## config.mk

```make
export PLATFORM = sky130hd
export DESIGN_NAME = multiset_table
export DESIGN_NICKNAME = d
export VERILOG_FILES = /design/src/rtl/mst_pkg.sv /design/src/rtl/multiset_table.sv /design/src/rtl/mst_mem.sv /design/src/rtl/mst_seq.sv
export SDC_FILE = /design/constraint.sdc
export NUM_CORES = 1
export LEC_CHECK = 0
export BUFFER_PORTS_ARGS = -buffer_cell sky130_fd_sc_hd__buf_4
export CAP_MARGIN = 40
export CORE_ASPECT_RATIO = 1.75
export CORE_MARGIN = 2
export CORE_UTILIZATION = 30
export DETAILED_ROUTE_END_ITERATION = 6
export PLACE_DENSITY = 0.47
export SLEW_MARGIN = 20
export SYNTH_ARGS = -nofsm -noshare
export SYNTH_HDL_FRONTEND = slang
export SYNTH_SLANG_ARGS = --single-unit
export TNS_END_PERCENT = 100
```

## constraint.sdc

```tcl
create_clock -name clk_i -period 5 [get_ports clk_i]
set_clock_uncertainty 0.05 [all_clocks]
set_input_delay 0.25 -clock clk_i [delete_from_list [all_inputs] [get_ports clk_i]]
set_output_delay 0.25 -clock clk_i [all_outputs]
set_load 0.03 [all_outputs]
```

## src/rtl/mst_pkg.sv

```systemverilog
// Shared types and codes for the multiset table block.
// No dependencies; used by mst_seq and multiset_table.
`default_nettype none

package mst_pkg;

  // Width of the entry_count result field
  localparam int unsigned CountFieldW = 5;

  // Operation codes carried in the action field
  typedef enum logic [1:0] {
    ACT_INSERT = 2'd0,
    ACT_REMOVE = 2'd1,
    ACT_QUERY  = 2'd2
  } mst_act_e;

  // One result item as handed from the sequencer to the output register
  typedef struct packed {
    logic                   success;
    logic                   full_reject;
    logic [CountFieldW-1:0] entry_count;
  } mst_res_t;

endpackage : mst_pkg

`default_nettype wire

```

## src/rtl/multiset_table.sv

```systemverilog
// Multiset table top level: sequencer, entry store and output register.
// Depends on mst_pkg, mst_mem and mst_seq.
//
// Usage:
//   Input channel (in_valid_i/in_ready_o) carries action_i and value_i:
//   insert appends, remove deletes the first match and compacts the rest,
//   query looks the value up. Every item yields one result on the output
//   channel (out_valid_o/out_ready_i): success_o, full_reject_o and the
//   entry count after the operation (low 5 bits).
//   Timing: an insert's result is registered in the sequencer and then in
//   the output register. Remove and query scan one entry per cycle through
//   the single comparator and the memory read port; a remove then moves one
//   later entry per cycle. The next item can transfer once the output
//   register has taken the result. One item is in work at a time;
//   in_ready_o is high only while the sequencer is idle.
//   The output register holds a finished result while the receiver stalls;
//   the sequencer can take and process the next item meanwhile and waits
//   with its result until the register frees.
//   Reset empties the table at once (count to zero); the store itself is
//   not cleared, since entries at or above the count are never read.
`default_nettype none

module multiset_table #(
  parameter int unsigned CAPACITY = 16
) (
  input  wire logic        clk_i,
  input  wire logic        rst_ni,
  input  wire logic        in_valid_i,
  output logic             in_ready_o,
  input  wire logic [1:0]  action_i,
  input  wire logic signed [31:0] value_i,
  output logic             out_valid_o,
  input  wire logic        out_ready_i,
  output logic             success_o,
  output logic             full_reject_o,
  output logic [4:0]       entry_count_o
);
  import mst_pkg::*;

  localparam int unsigned IdxW = $clog2(CAPACITY);
  localparam int unsigned CntW = $clog2(CAPACITY + 1);

  logic            we;
  logic [IdxW-1:0] waddr;
  logic [31:0]     wdata;
  logic            re;
  logic [IdxW-1:0] raddr;
  logic [31:0]     rdata;
  logic            res_valid;
  logic            res_ready;
  mst_res_t        res;

  logic     out_valid_q, out_valid_d;
  mst_res_t out_q, out_d;

  mst_mem #(
    .Depth (CAPACITY),
    .AddrW (IdxW)
  ) u_mem (
    .clk_i   (clk_i),
    .we_i    (we),
    .waddr_i (waddr),
    .wdata_i (wdata),
    .re_i    (re),
    .raddr_i (raddr),
    .rdata_o (rdata)
  );

  mst_seq #(
    .Capacity (CAPACITY),
    .IdxW     (IdxW),
    .CntW     (CntW)
  ) u_seq (
    .clk_i       (clk_i),
    .rst_ni      (rst_ni),
    .in_valid_i  (in_valid_i),
    .in_ready_o  (in_ready_o),
    .action_i    (action_i),
    .value_i     (value_i),
    .res_valid_o (res_valid),
    .res_ready_i (res_ready),
    .res_o       (res),
    .we_o        (we),
    .waddr_o     (waddr),
    .wdata_o     (wdata),
    .re_o        (re),
    .raddr_o     (raddr),
    .rdata_i     (rdata)
  );

  // Output register: free when empty or being drained this cycle
  assign res_ready = !out_valid_q || out_ready_i;

  always_comb begin
    out_valid_d = out_valid_q;
    out_d       = out_q;
    if (out_valid_q && out_ready_i) begin
      out_valid_d = 1'b0;
    end
    if (res_valid && res_ready) begin
      out_valid_d = 1'b1;
      out_d       = res;
    end
  end

  always_ff @(posedge clk_i or negedge rst_ni) begin
    if (!rst_ni) begin
      out_valid_q <= 1'b0;
    end else begin
      out_valid_q <= out_valid_d;
    end
  end

  always_ff @(posedge clk_i) begin
    out_q <= out_d;
  end

  assign out_valid_o   = out_valid_q;
  assign success_o     = out_q.success;
  assign full_reject_o = out_q.full_reject;
  assign entry_count_o = out_q.entry_count;

`ifndef SYNTH
  // A refused insert never reports success
  assert property (@(posedge clk_i) disable iff (!rst_ni)
    out_valid_o |-> !(success_o && full_reject_o))
    else $error("success and full_reject both set");

  // A refused insert reports a full table
  assert property (@(posedge clk_i) disable iff (!rst_ni)
    (out_valid_o && full_reject_o) |-> (entry_count_o == 5'(CAPACITY)))
    else $error("full_reject with count not at capacity");

  // The sequencer is busy in the cycle after taking an item
  assert property (@(posedge clk_i) disable iff (!rst_ni)
    (in_valid_i && in_ready_o) |=> !in_ready_o)
    else $error("item taken while previous item still in work");
`endif

endmodule : multiset_table

`default_nettype wire

```

## src/rtl/mst_mem.sv

```systemverilog
// Entry store: one write port, one read port with registered read data.
// Standalone; instantiated by multiset_table.
`default_nettype none

module mst_mem #(
  parameter int unsigned Depth = 16,
  parameter int unsigned AddrW = 4
) (
  input  wire logic             clk_i,
  input  wire logic             we_i,
  input  wire logic [AddrW-1:0] waddr_i,
  input  wire logic [31:0]      wdata_i,
  input  wire logic             re_i,
  input  wire logic [AddrW-1:0] raddr_i,
  output logic      [31:0]      rdata_o
);

  logic [31:0] mem_q [Depth];

  // Write port
  always_ff @(posedge clk_i) begin
    if (we_i) begin
      mem_q[waddr_i] <= wdata_i;
    end
  end

  // Registered read port
  always_ff @(posedge clk_i) begin
    if (re_i) begin
      rdata_o <= mem_q[raddr_i];
    end
  end

endmodule : mst_mem

`default_nettype wire

```

## src/rtl/mst_seq.sv

```systemverilog
// Sequencer: linear search with a shared 32-bit comparator, then compaction.
// Depends on mst_pkg; drives the ports of mst_mem.
`default_nettype none

module mst_seq #(
  parameter int unsigned Capacity = 16,
  parameter int unsigned IdxW     = 4,
  parameter int unsigned CntW     = 5
) (
  input  wire logic              clk_i,
  input  wire logic              rst_ni,
  // item input
  input  wire logic              in_valid_i,
  output logic                   in_ready_o,
  input  wire logic [1:0]        action_i,
  input  wire logic [31:0]       value_i,
  // result toward the output register
  output logic                   res_valid_o,
  input  wire logic              res_ready_i,
  output mst_pkg::mst_res_t      res_o,
  // memory ports
  output logic                   we_o,
  output logic      [IdxW-1:0]   waddr_o,
  output logic      [31:0]       wdata_o,
  output logic                   re_o,
  output logic      [IdxW-1:0]   raddr_o,
  input  wire logic [31:0]       rdata_i
);
  import mst_pkg::*;

  typedef enum logic [1:0] {
    S_IDLE,
    S_CMP,
    S_SHIFT,
    S_DONE
  } state_e;

  state_e          state_q, state_d;
  mst_act_e        act_q, act_d;
  logic [31:0]     val_q, val_d;
  logic [IdxW-1:0] idx_q, idx_d;
  logic [CntW-1:0] count_q, count_d;
  logic            succ_q, succ_d;
  logic            full_q, full_d;

  logic [CntW-1:0]          idx_p1;
  logic [CntW-1:0]          idx_p2;
  logic                     hit;
  logic [CntW+CountFieldW-1:0] cnt_ext;

  assign idx_p1 = CntW'(idx_q) + CntW'(1);
  assign idx_p2 = CntW'(idx_q) + CntW'(2);

  // The one shared comparator: stored entry against the looked-up value
  assign hit = (rdata_i == val_q);

  assign cnt_ext = {{CountFieldW{1'b0}}, count_q};

  always_comb begin
    state_d = state_q;
    act_d   = act_q;
    val_d   = val_q;
    idx_d   = idx_q;
    count_d = count_q;
    succ_d  = succ_q;
    full_d  = full_q;
    we_o    = 1'b0;
    waddr_o = idx_q;
    wdata_o = rdata_i;
    re_o    = 1'b0;
    raddr_o = idx_p1[IdxW-1:0];

    case (state_q)
      S_IDLE: begin
        if (in_valid_i) begin
          act_d  = mst_act_e'(action_i);
          val_d  = value_i;
          idx_d  = '0;
          succ_d = 1'b0;
          full_d = 1'b0;
          state_d = S_DONE;
          case (mst_act_e'(action_i))
            ACT_INSERT: begin
              if (count_q >= CntW'(Capacity)) begin
                full_d = 1'b1;
              end else begin
                we_o    = 1'b1;
                waddr_o = count_q[IdxW-1:0];
                wdata_o = value_i;
                count_d = count_q + CntW'(1);
                succ_d  = 1'b1;
              end
            end
            ACT_REMOVE, ACT_QUERY: begin
              if (count_q != '0) begin
                re_o    = 1'b1;
                raddr_o = '0;
                state_d = S_CMP;
              end
            end
            default: ;
          endcase
        end
      end

      // One entry compared per cycle
      S_CMP: begin
        if (hit) begin
          succ_d = 1'b1;
          if (act_q == ACT_REMOVE) begin
            count_d = count_q - CntW'(1);
            if (idx_p1 < count_q) begin
              re_o    = 1'b1;
              state_d = S_SHIFT;
            end else begin
              state_d = S_DONE;
            end
          end else begin
            state_d = S_DONE;
          end
        end else if (idx_p1 < count_q) begin
          re_o    = 1'b1;
          idx_d   = idx_p1[IdxW-1:0];
        end else begin
          state_d = S_DONE;
        end
      end

      // Move entry idx+1 down to idx, one per cycle; count_q is already reduced
      S_SHIFT: begin
        we_o  = 1'b1;
        idx_d = idx_p1[IdxW-1:0];
        if (idx_p1 < count_q) begin
          re_o    = 1'b1;
          raddr_o = idx_p2[IdxW-1:0];
        end else begin
          state_d = S_DONE;
        end
      end

      S_DONE: begin
        if (res_ready_i) begin
          state_d = S_IDLE;
        end
      end

      default: state_d = S_IDLE;
    endcase
  end

  always_ff @(posedge clk_i or negedge rst_ni) begin
    if (!rst_ni) begin
      state_q <= S_IDLE;
      count_q <= '0;
      act_q   <= ACT_INSERT;
      val_q   <= '0;
      idx_q   <= '0;
      succ_q  <= 1'b0;
      full_q  <= 1'b0;
    end else begin
      state_q <= state_d;
      count_q <= count_d;
      act_q   <= act_d;
      val_q   <= val_d;
      idx_q   <= idx_d;
      succ_q  <= succ_d;
      full_q  <= full_d;
    end
  end

  assign in_ready_o  = (state_q == S_IDLE);
  assign res_valid_o = (state_q == S_DONE);

  always_comb begin
    res_o.success     = succ_q;
    res_o.full_reject = full_q;
    res_o.entry_count = cnt_ext[CountFieldW-1:0];
  end

endmodule : mst_seq

`default_nettype wire
```

==> results by group <==
Outcome
  • Status: completed

Job
  • Max-cap violations: 0

Global routing
  • Vias in the first global route: 14.92k
  • GRT overflow: 0
  • Antenna violations before repair: 2
  • GRT Overall Usage: 17.27%
  • Global-route wire length before repair: 103800 um
  • Largest net degree at the start of global routing: 56

Routing
  • DR pass1 iterations: 5
  • Drt wl/cell: 25.17 um
  • Routed via count: 14.66k
  • Remaining antenna violation count: 0
  • Initial DRC Count: 1091
  • Vias per cell: 5.164
  • Final WL: 71450 um
  • DRC: 0

Synthesis
  • Main synth FF type: edfxtp_1
  • Area contributors post-synth: edfxtp_1 69%, nand2_1 5.3%, dfrtp_1 5.0%
  • Syn_nets: 1712
  • Syn Area/Cell: 14.52 sq um
  • Yosys warning count: 0
  • Sequential element share of the synthesized area: 73.65%
  • #FFs+latches synth: 599
  • Count of cell types in the netlist: 57
  • Post-synth ARST share: 8.013%
  • Post-Synthesis Cells: 1659
  • Cell taking the most area after synthesis: edfxtp_1
  • Synth top area share: 68.66%
  • EDFF count, synth: 551
  • Synth Cell Area: 0.02410 sq mm

Floorplan
  • Die X: 218.2 um
  • Core ar.: 0.07971 sq mm
  • # IOs: 47
  • Die area: 0.08270 sq mm
  • Cell Rows: 137
  • Initial Util: 30.23%
  • Die height: 378.9 um

Cells and area
  • Commonest non-fill, non-tap cells in the layout: 551 x edfxtp_1, 336 x nand2_1, 94 x a311o_1
  • Area grow syn2layout: 16.99%
  • Antenna cells: 0
  • Reg area: 0.01775 sq mm
  • Fin area: 0.02819 sq mm
  • Nets: 1805
  • Post-route insts no fill: 2839
  • Commonest non-fill, non-tap cell in the layout: edfxtp_1
  • Share of cells above drive strength 1: 16.30%
  • Fill cells: 7572
  • Area of the multi-input gates: 0.006018 sq mm

Placement
  • DP HPWL: 40400 um
  • Placed insts: 2701
  • Routability cong.: 0.8075
  • Placed cell areas: 0.02610 sq mm
  • Port Buffer Count: 46

Worst setup path
  • Critical path launch point type: flop
  • Critical setup path kind: flop to flop
  • CP Capture Type: flop
  • CP Max Fanout: 24
  • CP required: 5.40 ns
  • CP Data Arrival Time: 4.87 ns

Power and ir drop
  • Max rail drop VDD: 0.4218 mV
  • P per Cell Area: 711.0 mW/mm^2
  • Leakage: 0.009342 uW
  • Total Power: 20040 uW

Timing
  • Unrepaired setup endpoints after global routing: no
  • Final period utilization: 89.30%
  • Slew Limit Fails: 0
  • Setup Viol. Count Final: 0
  • Slew Limit Headroom: 47.81%
  • Fin crit period: 4.465 ns
  • Final setup TNS: 0 ns
  • Max Freq: 224.0 MHz
  • Worst slew pin tran: 0.7829 ns
  • Fin. Hold Viols: 0

Clock tree
  • Post-CTS Setup Inserts: 0
  • CTS H-Tree Depth: 2
  • CTS Buf Count: 54
  • Post-cts resize count: 0
  • CTS Sinks: 599
  • Clk slew on worst S/H paths: 0.07 ns
  • CTS tree: built
  • Clock tree buffer depth: 3
  • Clock latency at the later pin of the worst-skew pair: 0.61 ns
  • Root buf cell: clkbuf_16

Worst hold path
  • Hold Crit Class: input port to async pin
cell usage after synthesis, types with 3 or more instances:
master / number
nand2b_1: 4
and3_1: 33
nand3_1: 4
buf_4: 5
ha_1: 14
xor2_1: 3
a211oi_1: 32
edfxtp_1: 551
inv_1: 17
a311o_1: 94
clkbuf_1: 64
o22ai_1: 65
nor2b_1: 3
a31oi_1: 8
dfrtp_1: 48
nor3_1: 8
mux2_2: 67
and2_1: 4
nand4_1: 39
xnor2_1: 36
buf_2: 30
a21oi_1: 70
nand2_1: 339
nor2_1: 26
o21ai_0: 49
a21o_1: 3
buf_1: 5
final cells by class:
cell class / instances / area share, %
clock inverters: 37 / 1.114
flip-flops and latches: 599 / 62.95
inverters: 18 / 0.2397
repair buffers: 142 / 4.722
multi-input cells: 937 / 21.35
well taps: 1042 / 4.625
clock buffers: 64 / 4.998
registers in the layout (all words and copies together), names as in the netlist, 2 cells and up:
register / flops
u_seq.val_q: 32
entry_count_o: 5
u_seq.act_q: 2
u_seq.state_q: 2
u_seq.count_q: 5
u_seq.idx_q: 4
u_mem.rdata_o: 32
u_mem.mem_q: 512
worst max-delay path: stages, from the launching register on:
cell and delay [ns]:
dfrtp_1 0.64, ha_1 0.26, xor2_1 0.28, ha_1 0.31, a21o_1 0.18, a31oi_1 0.33, o21ai_0 0.24, mux2_2 0.32
a32oi_1 0.45, nand2_2 0.35, buf_4 0.41, a311o_1 0.37, nand4_1 0.11
routing by layer:
| layer | track usage [%] | part of all wire, % |
|---|---|---|
| met5 | 0 | 0.029 |
| met4 | 5.417 | 2.6 |
| met3 | 1.603 | 3.7 |
| met2 | 32.51 | 54 |
| met1 | 20.49 | 40 |
through the flow:
step / util, % / setup WS, ns / hold slack (ns)
2_1_floorplan: - / 0.6376 / -0.09559
3_3_place_gp: 32.68 / 0.7358 / 0.3720
3_5_place_dp: 32.75 / 0.6175 / 0.1912
4_1_cts: 35.36 / 0.5893 / 0.1120
5_1_grt: 35.37 / 0.2803 / 0.1462
6_report: 35.37 / 0.5348 / 0.09841
final timing paths:
kind	start	end	slack (ns)	depth (start not counted)
min in group clk_i	in_valid_i	u_seq.succ_q$_DFFE_PN0P_	0.14	5
setup / recovery	u_seq.idx_q[0]$_DFFE_PN0P_	u_mem.rdata_o[20]$_DFFE_PP_	0.53	12
setup reg to reg	u_seq.idx_q[0]$_DFFE_PN0P_	u_mem.rdata_o[20]$_DFFE_PP_	0.53	12
hold reg to reg	u_seq.full_q$_DFFE_PN0P_	full_reject_o$_DFFE_PP_	0.40	0
hold / removal	rst_ni	u_seq.count_q[2]$_DFFE_PN0P_	0.1	2
max in group asynchronous	rst_ni	u_seq.val_q[20]$_DFFE_PN0P_	4.24	3
power breakdown:
group | leakage (uW) | switching (uW) | total [uW] | internal (uW)
Sequential | 0.00557 | 364 | 7370 | 7010
Combinational | 0.00293 | 5850 | 8550 | 2710
Clock | 0.000839 | 1890 | 4120 | 2230
Total | 0.00934 | 8100 | 20000 | 11900
logic make-up (layout without fill, tap and decap cells):
kind of cell    after synthesis  in the layout  share of synthesized area [%]
flops                       599            599                          73.65
xor+xnor                     39             39                          1.418
buf+inv                     123            261                          2.181
compound gates              346            346                          10.36
simple gates                469            469                          8.355
mux                          68             68                          3.224
fa+ha+maj                    15             15                         0.8100
timing repair:
action,4_1_cts,5_1_grt
endpoints found under the hold margin,83,0
endpoints found under the setup margin,0,0
hold buffers,36,0
No activity file was read; power rests on OpenSTA's default activity.
